File: config.mk
export PLATFORM = sky130hd
export DESIGN_NAME = bps_ctrl
export DESIGN_NICKNAME = d
export VERILOG_FILES = /design/src/rtl/core/bps_pkg.sv /design/src/rtl/core/bps_ctrl.sv
export SDC_FILE = /design/constraint.sdc
export NUM_CORES = 1
export LEC_CHECK = 0
export ABC_AREA = 1
export BUFFER_PORTS_ARGS = -buffer_cell sky130_fd_sc_hd__buf_2
export CORE_UTILIZATION = 43
export CTS_CLUSTER_DIAMETER = 40
export DETAILED_ROUTE_END_ITERATION = 8
export PLACE_DENSITY = 0.72
export SLEW_MARGIN = 20
export SYNTH_ARGS = -nofsm -noshare
export SYNTH_HDL_FRONTEND = slang
export SYNTH_SLANG_ARGS = --single-unit
File: constraint.sdc
create_clock -name clk -period 3.9 [get_ports clk]
set_clock_uncertainty 0.2 [all_clocks]
set_input_delay 0.39 -clock clk [delete_from_list [all_inputs] [get_ports clk]]
set_output_delay 0.39 -clock clk [all_outputs]
set_load 0.005 [all_outputs]
File: src/rtl/core/bps_pkg.sv
package bps_pkg;

  localparam int COORD_W = 16;
  localparam int DATA_W  = 16;
  localparam int COUNT_W = 11;

  localparam logic [COUNT_W-1:0] LIMIT_RESET = 11'd1000;

  typedef enum logic [1:0] {
    OP_PLACE  = 2'd0,
    OP_REMOVE = 2'd1,
    OP_CLEAR  = 2'd2
  } op_t;

  typedef enum logic [2:0] {
    ST_PLACED    = 3'd0,
    ST_DUPLICATE = 3'd1,
    ST_FULL      = 3'd2,
    ST_REMOVED   = 3'd3,
    ST_NOT_FOUND = 3'd4,
    ST_CLEARED   = 3'd5
  } status_t;

  typedef enum logic [2:0] {
    S_IDLE,
    S_SCAN,
    S_DECIDE,
    S_MOVE,
    S_FIN
  } state_t;

  // One table entry as it is held in memory.
  typedef struct packed {
    logic [DATA_W-1:0]  payload;
    logic [COORD_W-1:0] y;
    logic [COORD_W-1:0] x;
  } entry_t;

  // Result handed from the sequencer to the output register.
  typedef struct packed {
    status_t            status;
    logic [COUNT_W-1:0] count;
  } res_t;

endpackage

File: src/rtl/core/bps_ctrl.sv
module bps_ctrl #(
  parameter int CAPACITY = 1024,
  parameter int AW       = 10
) (
  input  logic                        clk,
  input  logic                        rst,
  input  logic                        in_take,
  output logic                        in_ready,
  input  logic [1:0]                  in_op,
  input  bps_pkg::entry_t             in_item,
  input  logic [bps_pkg::COUNT_W-1:0] limit,
  output logic                        res_valid,
  input  logic                        res_ready,
  output bps_pkg::res_t               res,
  output logic                        mem_we,
  output logic [AW-1:0]               mem_waddr,
  output bps_pkg::entry_t             mem_wdata,
  output logic                        mem_re,
  output logic [AW-1:0]               mem_raddr,
  input  bps_pkg::entry_t             mem_rdata
);

  localparam int CW = $clog2(CAPACITY + 1);
  localparam int LW = (CW > bps_pkg::COUNT_W) ? CW : bps_pkg::COUNT_W;

  bps_pkg::state_t  state, state_next;
  logic [CW-1:0]    count, count_next;
  logic [CW-1:0]    scan_idx, scan_idx_next;
  logic             pend, pend_next;
  logic [AW-1:0]    pend_idx, pend_idx_next;
  logic             found, found_next;
  logic [AW-1:0]    found_idx, found_idx_next;
  logic [1:0]       op, op_next;
  bps_pkg::entry_t  item, item_next;
  bps_pkg::status_t status, status_next;

  logic in_clear;
  logic hit;
  logic scan_end;
  logic at_limit;

  assign in_clear = (in_op != bps_pkg::OP_PLACE) && (in_op != bps_pkg::OP_REMOVE);
  assign hit      = pend && (mem_rdata.x == item.x) && (mem_rdata.y == item.y);
  assign scan_end = (scan_idx == count) && !pend;
  assign at_limit = (LW'(count) >= LW'(limit)) || (LW'(count) >= LW'(CAPACITY));

  assign res.status = status;
  assign res.count  = bps_pkg::COUNT_W'(count);

  always_ff @(posedge clk) begin
    if (rst) begin
      state <= bps_pkg::S_IDLE;
      count <= '0;
      pend  <= 1'b0;
      found <= 1'b0;
    end else begin
      state <= state_next;
      count <= count_next;
      pend  <= pend_next;
      found <= found_next;
    end
  end

  always_ff @(posedge clk) begin
    scan_idx  <= scan_idx_next;
    pend_idx  <= pend_idx_next;
    found_idx <= found_idx_next;
    op        <= op_next;
    item      <= item_next;
    status    <= status_next;
  end

  always_comb begin
    state_next = state;
    case (state)
      bps_pkg::S_IDLE: begin
        if (in_take) begin
          state_next = in_clear ? bps_pkg::S_FIN : bps_pkg::S_SCAN;
        end
      end
      bps_pkg::S_SCAN: begin
        if (hit || scan_end) begin
          state_next = bps_pkg::S_DECIDE;
        end
      end
      bps_pkg::S_DECIDE: begin
        if ((op == bps_pkg::OP_REMOVE) && found) begin
          state_next = bps_pkg::S_MOVE;
        end else begin
          state_next = bps_pkg::S_FIN;
        end
      end
      bps_pkg::S_MOVE: begin
        state_next = bps_pkg::S_FIN;
      end
      bps_pkg::S_FIN: begin
        if (res_ready) begin
          state_next = bps_pkg::S_IDLE;
        end
      end
      default: begin
        state_next = bps_pkg::S_IDLE;
      end
    endcase
  end

  always_comb begin
    count_next     = count;
    scan_idx_next  = scan_idx;
    pend_next      = pend;
    pend_idx_next  = pend_idx;
    found_next     = found;
    found_idx_next = found_idx;
    op_next        = op;
    item_next      = item;
    status_next    = status;
    in_ready       = 1'b0;
    res_valid      = 1'b0;
    mem_we         = 1'b0;
    mem_waddr      = count[AW-1:0];
    mem_wdata      = item;
    mem_re         = 1'b0;
    mem_raddr      = scan_idx[AW-1:0];
    case (state)
      bps_pkg::S_IDLE: begin
        in_ready = 1'b1;
        if (in_take) begin
          op_next       = in_op;
          item_next     = in_item;
          scan_idx_next = '0;
          pend_next     = 1'b0;
          found_next    = 1'b0;
          if (in_clear) begin
            count_next  = '0;
            status_next = bps_pkg::ST_CLEARED;
          end
        end
      end
      bps_pkg::S_SCAN: begin
        // Reads are issued one per cycle; each comparison uses the data of
        // the read issued in the cycle before.
        if (hit) begin
          found_next     = 1'b1;
          found_idx_next = pend_idx;
          pend_next      = 1'b0;
        end else if (scan_idx != count) begin
          mem_re        = 1'b1;
          pend_next     = 1'b1;
          pend_idx_next = scan_idx[AW-1:0];
          scan_idx_next = scan_idx + CW'(1);
        end else begin
          pend_next = 1'b0;
        end
      end
      bps_pkg::S_DECIDE: begin
        case (op)
          bps_pkg::OP_PLACE: begin
            if (found) begin
              status_next = bps_pkg::ST_DUPLICATE;
            end else if (at_limit) begin
              status_next = bps_pkg::ST_FULL;
            end else begin
              mem_we      = 1'b1;
              count_next  = count + CW'(1);
              status_next = bps_pkg::ST_PLACED;
            end
          end
          default: begin
            if (found) begin
              mem_re    = 1'b1;
              mem_raddr = AW'(count - CW'(1));
            end else begin
              status_next = bps_pkg::ST_NOT_FOUND;
            end
          end
        endcase
      end
      bps_pkg::S_MOVE: begin
        // The last entry fills the slot of the removed one.
        mem_we      = 1'b1;
        mem_waddr   = found_idx;
        mem_wdata   = mem_rdata;
        count_next  = count - CW'(1);
        status_next = bps_pkg::ST_REMOVED;
      end
      bps_pkg::S_FIN: begin
        res_valid = 1'b1;
      end
      default: begin
      end
    endcase
  end

endmodule

# [Yosys cells after proc, flatten, opt, wreduce, memory -nomap -nowiden]
# Cells that the tools add are included.
# Widths: inputs -> output; s select.
[totals] regBits=100 latchBits=0 ramBits=0 romBits=0 inputBits=113 out_inout_bits=86 word_cells=104 memories=0
[op_classes] add_sub_neg=3 n_mul=0 div_mod_pow=0 n_lt_le_gt_ge=2 eq_ne=21 shift=0 muxes=43 bitwise_logic=1 reduce_logical=22
[ops] cell="$mux 11" count=8
[ops] cell="$mux 48" count=1
[ops] cell="$mux 10" count=4
[ops] cell="$pmux 11 s3" count=1
[ops] cell="$eq 16x16->1" count=2
[ops] cell="$mux 3" count=9
[ops] cell="$add 11x1->11 const B" count=2
[ops] cell="$pmux 11 s2" count=1
[ops] cell="$ne 2x2->1 const B" count=9
[ops] cell="$pmux 3 s5" count=1
[ops] cell="$eq 11x11->1" count=1
[ops] cell="$ge 11x11->1" count=1
[ops] cell="$ge 11x11->1 const B" count=1
[ops] cell="$mux 1" count=11
[ops] cell="$ne 11x11->1" count=1
[ops] cell="$sub 11x1->11 const B" count=1
[ops] cell="$pmux 3 s3" count=1
[ops] cell="$reduce_and 3->1" count=3
[ops] cell="$pmux 1 s2" count=4
[ops] cell="$reduce_and 4->1" count=2
[ops] cell="$eq 3x2->1 const B" count=2
[ops] cell="$reduce_and 2->1" count=3
[ops] cell="$reduce_and 6->1" count=1
[ops] cell="$logic_and 1x1->1" count=5
[ops] cell="13 further kinds" count=17

# [Logic depth before layout (Yosys ltp)]
# Gate-level depths: netlist (run 1).
[logic_depth] ltp_word=6 mapped_depth=13 mapped_depth_nobuf=13

# [Least setup slack after synthesis (run 1)]
# No wires, ideal clock.
[synth_path] kind="register -> register" start="reg state[1]" end="reg scan_idx[0], enable pin" setup_ps=321 arrival_time_ps=3138 setup_slack_ps=241 stages_incl_launch_ff=5 path_buffers=0 period_less_slack_ps=3659 cell_sequence="dfxtp_1 > nor2_1 > nand2_2 > nor2_1 > or2_2"
[synth_via] elab_chain_len=3 word_cells_on_any_way=7
[synth_rtl] element="start: declaration" line_no="bps_ctrl.sv:26" text="bps_pkg::state_t state, state_next;"
[synth_rtl] element="start signal: assignment" line_no="bps_ctrl.sv:52" text="state <= bps_pkg::S_IDLE;"
[synth_rtl] element="start signal: assignment" line_no="bps_ctrl.sv:57" text="state <= state_next;"
[synth_rtl] element="$eq 3x1->1 or $logic_not 3->1 (tied branches)" line_no="bps_ctrl.sv:124" text="case (state)"
[synth_rtl] element="$ne 2x2->1 (no line) or $reduce_bool 2->1 (tied branches)"
[synth_rtl] element="$reduce_and 4->1 (no line) (*)"
[synth_rtl] element="end signal: assignment" line_no="bps_ctrl.sv:65" text="scan_idx <= scan_idx_next;"
[synth_rtl] element="end: declaration" line_no="bps_ctrl.sv:28" text="logic [CW-1:0] scan_idx, scan_idx_next;"
# Mark *: on every way between the ends. The rest lies on a longest branch, timed or not.
# A chain may end at the register's enable or synchronous reset.

# [Worst setup path in the final report (run 1)]
[layout_path] start="reg count[2]" end="out mem_re"
[layout_via] elab_chain_len=4
[layout_rtl] element="start: declaration" line_no="bps_ctrl.sv:27" text="logic [CW-1:0] count, count_next;"
[layout_rtl] element="start signal: assignment" line_no="bps_ctrl.sv:58" text="count <= count_next;"
[layout_rtl] element="$ne 11x11->1" line_no="bps_ctrl.sv:146" text="end else if (scan_idx != count) begin"
[layout_rtl] element="$mux 1" line_no="bps_ctrl.sv:146"
[layout_rtl] element="$mux 1" line_no="bps_ctrl.sv:142" text="if (hit) begin"
[layout_rtl] element="$pmux 1 s2" line_no="bps_ctrl.sv:124"
[layout_rtl] element="end: declaration" line_no="bps_ctrl.sv:18" text="output logic mem_re,"
# Every way passes these cells.

==> results of run 1 <==
-- routing by layer --
layer	share of wire	up-vias	global-route usage
met5	0	-	0
met1	0.42	2576	0.307
met4	0.029	0	0.110
li1	-	2933	-
met3	0.074	34	0.0363
met2	0.48	252	0.416
-- sequential cells by signal (all words and copies together), names as in the netlist --
name,flops
op,2
item,48
state,3
found,1
found_idx,10
count,11
pend,1
pend_idx,10
status,3
scan_idx,11
-- worst register-to-register path, cell delays in order (launching register included) --
cell and delay [ns]:
dfxtp_1 0.58, inv_1 0.28, ha_1 0.35, nand2_1 0.05, nor2_1 0.12, nand4_1 0.11
nand4_1 0.17, nand2_2 0.22, nand2_1 0.31, nand2_1 0.09, a21oi_1 0.13
-- power breakdown --
| part | internal (uW) | switching, uW |
|---|---|---|
| Sequential | 1510 | 224 |
| Combinational | 588 | 1010 |
| Clock | 563 | 395 |
| Total | 2660 | 1630 |
-- path summary, 6_finish.rpt --
check	slack [ns]	endpoint	startpoint	depth (start not counted)
worst max-delay path	0.90	mem_re	count[2]$_SDFFE_PP0P_	8
worst min-delay path	0.01	item[39]$_DFFE_PP_	in_item[39]	1
worst min register to register	0.22	found_idx[8]$_DFFE_PP_	pend_idx[8]$_DFFE_PP_	0
worst max register to register	1.21	count[4]$_SDFFE_PP0P_	count[0]$_SDFFE_PP0P_	10
-- metrics by stage --
step           cell area (sq um)  instances  power [uW]
3_3_place_gp                7160       1139        3320
3_5_place_dp                7160       1139        3340
5_1_grt                     7520       1160        4590
4_1_cts                     7480       1156        4300
2_1_floorplan               6010        784        2720
6_report                    7520       1160        4290
-- layout by cell type (no fill, tap or decap), types with 7 or more instances in the layout --
cell type / count
nand2_1: 268
buf_2: 198
inv_1: 99
edfxtp_1: 84
o21ai_0: 62
nor2_1: 61
nand3_1: 34
a21oi_1: 32
xor2_1: 17
dfxtp_1: 16
nand4_1: 15
ha_1: 15
nor3_1: 10
clkbuf_16: 9
inv_2: 8
xnor2_1: 7
-- cell families (layout without fill, tap and decap cells) --
group | count (synthesis) | in the layout
and+or+nand+nor | 407 | 407
adders and majority gates | 15 | 15
xor gates and xnor gates | 24 | 24
AOI/OAI and AO/OA | 109 | 109
DFF | 100 | 100
buffers and inverters | 129 | 329
-- layout make-up --
class                           count  area share
Sequential cell                   100       0.378
Tap cell                          176      0.0293
Clock buffer                       10      0.0304
Clock inverter                      6      0.0115
Timing Repair Buffer              206       0.143
Multi-Input combinational cell    555       0.355
Inverter                          107      0.0534
-- repair_timing --
action,CTS,global route
hold endpoints to repair,1,4
endpoints found under the setup margin,0,0
hold buffers,1,4
==> key figures, run 1 <==
Run status
  • Status: complete, no violations

Placement
  • Final Wtd Congestion: 0.967
  • IO buf count: 198
  • DP HPWL: 13.7 mm
  • Pre-CTS WS: 1.24 ns

Clocking
  • Total CTS buffers: 9
  • # resized after CTS: 0
  • Clock sink count: 100
  • Clock Tree Buf Depth: 2
  • Post-CTS Setup Inserts: 0
  • CTS clk-pin slew, worst paths: 0.07 ns
  • H-tree Lvls: 3
  • Clock root buffer: clkbuf_16
  • TritonCTS clock tree: done
  • Clock latency on the worst-skew pair: 0.35 ns

Synth
  • Xor/xnor share of the synthesized area: 0.0350
  • Syn nets: 912
  • Post-synthesis cell type count: 37
  • Combinational family with the most area after synthesis: simple AND/OR/NAND/NOR gates
  • Top cells by area, synth: edfxtp_1 42%, nand2_1 17%, inv_1 6.2%
  • Simple-gate share of the synthesized area: 0.281
  • Cell taking the most area after synthesis: edfxtp_1
  • EDFF count, synth: 84
  • Mux cell area share after synthesis: 0
  • #FFs+latches synth: 100
  • Adder-cell area share of the yosys netlist: 0.0312
  • Post-synthesis sequential area ratio: 0.473
  • Ys async rst share: 0
  • Syn Std Cell Area: 6010 sq um
  • Count leader, synth: nand2_1
  • Top-area cell type share of the netlist area: 0.420
  • Synth Flop Type: edfxtp_1
  • Compound-Gate Fraction of Synth Area: 0.0957
  • Synth cell count leaders: 268 x nand2_1, 99 x inv_1, 84 x edfxtp_1, 62 x nor2_1, 62 x o21ai_0
  • Yosys Warn Count: 0
  • Mean area per synthesized cell: 7.67 sq um
  • Synth Instances: 784

Routing
  • Drt drc: 0
  • DRT Pass-1 Iters: 5
  • WL/cell: 15.1 um
  • ANT nets after route: 0
  • Total wire length: 17.6 mm
  • Iteration-0 DRC Markers: 507
  • Vias: 5,795
  • Vias per cell: 5.00

STA
  • Final Hold Violating Endpoints: 0
  • RSZ-0062 raised after global routing: no
  • Endpoints failing setup: 0
  • Final Max Tran Viols: 0
  • Tcrit/Tclk final: 0.770
  • Worst Max-Slew Pin Slew: 0.847 ns
  • Worst hold slack: 0.0133 ns
  • Fin crit period: 3.00 ns
  • Worst slew margin: 0.434
  • Setup TNS Final: 0 ns
  • Worst setup margin: 0.895 ns
  • Fmax: 333 MHz

Die
  • Die Area: 14,500 sq um
  • DIE HEIGHT: 120 um
  • Cell row count: 42
  • I/O Pins: 199
  • Initial core utilization: 0.447
  • Die W: 120 um
  • Core area: 13,500 sq um

GRT
  • First-pass GRT wire length: 26.9 mm
  • Total GRT Usage: 0.244
  • Vias in the first global route: 5,352
  • Total gr overflow: 0
  • Initial antenna violation count: 0
  • Largest net degree at the start of global routing: 74

Setup path
  • Crit path max fanout: 13
  • Max incr delay on CP: 0.63 ns
  • CP cell instances: inv_1 > nand2_1 > nand4_1 > nor3_1 > nand3_1 > and3_1 > or2_2 > buf_2
  • Top delay family on crit path: simple AND/OR/NAND/NOR gates
  • Critical path's slowest cell: dfxtp_1
  • Crit start category: register
  • CP required: 3.31 ns
  • Critical Path End Type: output port
  • CP Buf/Inv Count: 2
  • Crit path DAT: 2.41 ns
  • Worst setup path class: register to output port

Finish
  • FF+latch area: 2840 sq um
  • Nets: 1,107
  • Final core utilization: 0.559
  • Area Growth Syn to Fin: 25.2%
  • Antenna cell count: 0
  • Multi-input logic area: 2670 sq um
  • Layout fillers: 1,283
  • Fraction of layout cells with a size suffix above 1: 0.239

Power
  • Max rail drop VDD: 0.333 mV
  • Pwr dens: 571 nW/um^2
  • Leak: 0.00362 uW

Worst hold path
  • Min-Delay Path Class: primary input to register

Flow run
  • Max-Cap Viols: 0
No activity file was read; power rests on OpenSTA's default activity.
==> inputs of run 2 (changes only) <==
--- a/config.mk
+++ b/config.mk
@@ -5,12 +5,12 @@
 export SDC_FILE = /design/constraint.sdc
 export NUM_CORES = 1
 export LEC_CHECK = 0
-export ABC_AREA = 1
+export ABC_AREA = 0
 export BUFFER_PORTS_ARGS = -buffer_cell sky130_fd_sc_hd__buf_2
 export CORE_UTILIZATION = 43
 export CTS_CLUSTER_DIAMETER = 40
 export DETAILED_ROUTE_END_ITERATION = 8
-export PLACE_DENSITY = 0.72
+export PLACE_DENSITY = 0.73
 export SLEW_MARGIN = 20
 export SYNTH_ARGS = -nofsm -noshare
 export SYNTH_HDL_FRONTEND = slang
==> constraint.sdc (replaced) <==
create_clock -name clk -period 2.6 [get_ports clk]
set_clock_uncertainty 0.2 [all_clocks]
set_input_delay 0.26 -clock clk [delete_from_list [all_inputs] [get_ports clk]]
set_output_delay 0.26 -clock clk [all_outputs]
set_load 0.005 [all_outputs]
==> key figures, run 2 <==
STA
  • Worst Max-Slew Pin Slew: 0.423 ns
  • RSZ-0062 raised after global routing: yes
  • Final Hold Violating Endpoints: 0
  • Fmax: 374 MHz
  • Endpoints failing setup: 3
  • Setup TNS Final: -0.132 ns
  • Fin crit period: 2.68 ns
  • Worst setup margin: -0.0755 ns
  • Final Max Tran Viols: 0
  • Worst slew margin: 0.717
  • Tcrit/Tclk final: 1.03

Synth
  • Cell taking the most area after synthesis: edfxtp_1
  • EDFF count, synth: 84
  • Synth Instances: 493
  • Mean area per synthesized cell: 11.5 sq um
  • Post-synthesis cell type count: 59
  • Synth cell count leaders: 84 x edfxtp_1, 59 x mux2_2, 35 x xor2_1, 34 x nor2_1, 27 x xnor2_1
  • Syn nets: 621
  • Count leader, synth: edfxtp_1
  • Synth Flop Type: edfxtp_1
  • Ys async rst share: 0
  • Top cells by area, synth: edfxtp_1 45%, mux2_2 12%, dfxtp_1 5.7%
  • Yosys Warn Count: 0
  • Syn Std Cell Area: 5670 sq um
  • Post-synthesis sequential area ratio: 0.502
  • Top-area cell type share of the netlist area: 0.445
  • #FFs+latches synth: 100

Clocking
  • Clock sink count: 100
  • Total CTS buffers: 9
  • Clock Tree Buf Depth: 2
  • H-tree Lvls: 3
  • Clock latency on the worst-skew pair: 0.35 ns
  • TritonCTS clock tree: done
  • Clock root buffer: clkbuf_16
  • CTS clk-pin slew, worst paths: 0.07 ns

GRT
  • Initial antenna violation count: 0
  • Total gr overflow: 0
  • Total GRT Usage: 0.251
  • First-pass GRT wire length: 25.8 mm
  • Largest net degree at the start of global routing: 52
  • Vias in the first global route: 5,144

Finish
  • Most frequent cells in the layout: 197 x buf_2, 84 x edfxtp_1, 59 x mux2_2, 50 x dlygate4sd3_1, 49 x buf_4
  • Area Growth Syn to Fin: 44.7%
  • Nets: 908
  • Final core utilization: 0.644
  • Largest regs: item x48, count x11, scan_idx x11
  • Top reg by flops: item
  • Fin cells: 957
  • Commonest non-fill, non-tap cell in the layout: buf_2
  • Fraction of layout cells with a size suffix above 1: 0.480
  • Max FFs per register: 48
  • Antenna cell count: 0
  • Final instance area: 8200 sq um

Die
  • I/O Pins: 199
  • Cell row count: 41
  • Die Area: 13,600 sq um
  • DIE HEIGHT: 117 um
  • Core area: 12,700 sq um
  • Initial core utilization: 0.445
  • Die W: 117 um

Routing
  • Vias: 5,122
  • DRT Pass-1 Iters: 4
  • Total wire length: 17.4 mm
  • ANT nets after route: 0
  • WL/cell: 18.2 um
  • Vias per cell: 5.35
  • Iteration-0 DRC Markers: 246
  • Drt drc: 0

Setup path
  • Crit path max fanout: 4
  • CP required: 2.14 ns
  • Crit start category: register
  • Critical Path End Type: output port
  • Worst setup path class: register to output port
  • Crit path DAT: 2.22 ns

Power
  • Pwr dens: 686 nW/um^2
  • Leak: 0.00352 uW
  • Max rail drop VDD: 0.530 mV
  • Final Power: 5630 uW

Run status
  • Failing checks: setup timing
  • Status: complete, but fails checks

Placement
  • DP HPWL: 11.5 mm
  • IO buf count: 198
  • Final Wtd Congestion: 0.868
  • Placed cell areas: 7020 sq um
  • Placed Instances: 871

Flow run
  • Max-Cap Viols: 0

Worst hold path
  • Min-Delay Path Class: primary input to register
run 2: cell types whose count changed after synthesis, moves of 8 or more:
cell | before | now
a21oi_1 | 32 | 20
xor2_1 | 17 | 35
inv_2 | 8 | 0
mux2_2 | 0 | 59
xnor2_1 | 7 | 27
nor4_1 | 2 | 10
o21ai_0 | 62 | 13
and3_1 | 1 | 9
nand4_1 | 15 | 5
nand3_1 | 34 | 14
nor2_1 | 62 | 34
inv_1 | 99 | 26
nand2_1 | 268 | 23
run 2: repair_timing:
action / CTS / global route
gates cloned: 0 / 2
setup buffers: 12 / 7
hold buffers: 50 / 0
pin swaps: 11 / 17
hold endpoints to repair: 50 / 0
endpoints found under the setup margin: 37 / 43
resized for setup: 24 / 36
run 2: power breakdown:
group          switching (uW)  total (uW)  internal [uW]
clock                     611        1350            744
sequential                236        2400           2170
combinational             974        1870            893
total                    1820        5630           3800
run 2: final cells by class:
cell class	instances	area, sq um
fill	998	4520
timing repair buffer	301	1930
multi-input combinational	342	2810
inverter	26	97.6
clock buffer	9	225
clock inverter	7	66.3
sequential	100	2860
tap	172	215
run 2: worst paths after layout:
kind	startpoint	end	slack, ns	cells after the start
hold / removal	res_ready	state[2]$_SDFFE_PP0P_	0.03	3
setup reg to reg	count[0]$_SDFFE_PP0P_	count[10]$_SDFFE_PP0P_	0.02	9
hold reg to reg	pend_idx[8]$_DFFE_PP_	found_idx[8]$_DFFE_PP_	0.22	0
setup / recovery	count[1]$_SDFFE_PP0P_	mem_raddr[9]	-0.08	6
run 2: logic make-up after synthesis:
family / after synthesis / synth area share
AND/OR/NAND/NOR: 133 / 0.125
flip-flops: 100 / 0.502
adder cells (fa/ha/maj): 15 / 0.0331
XOR/XNOR: 62 / 0.0958
AO/OA/AOI/OAI: 71 / 0.0839
buffers and inverters: 51 / 0.0395
multiplexers: 61 / 0.121
run 2: critical path, cell delays in order (launching register included):
cell and delay (ns):
dfxtp_4 0.36, or3_4 0.38, or4b_4 0.54, nor3_4 0.20
xnor2_2 0.10, a21oi_2 0.17, buf_2 0.14
run 2: stage by stage:
step                      hold WS [ns]  setup slack (ns)
after floorplan                  0.159            0.0290
after global placement           0.204           -0.0445
after detailed placement         0.207            -0.114
after CTS                       0.0218            -0.106
after global routing            0.0301            -0.150
final                           0.0295           -0.0755
run 2: routing by layer:
layer	wire [um]	vias to the layer above	part of all wire	GRT usage
li1	-	2393	-	-
met1	6700	2464	0.39	0.294
met2	9000	236	0.52	0.454
met3	1270	29	0.073	0.0561
met4	410	0	0.024	0.0835
met5	0	-	0	0
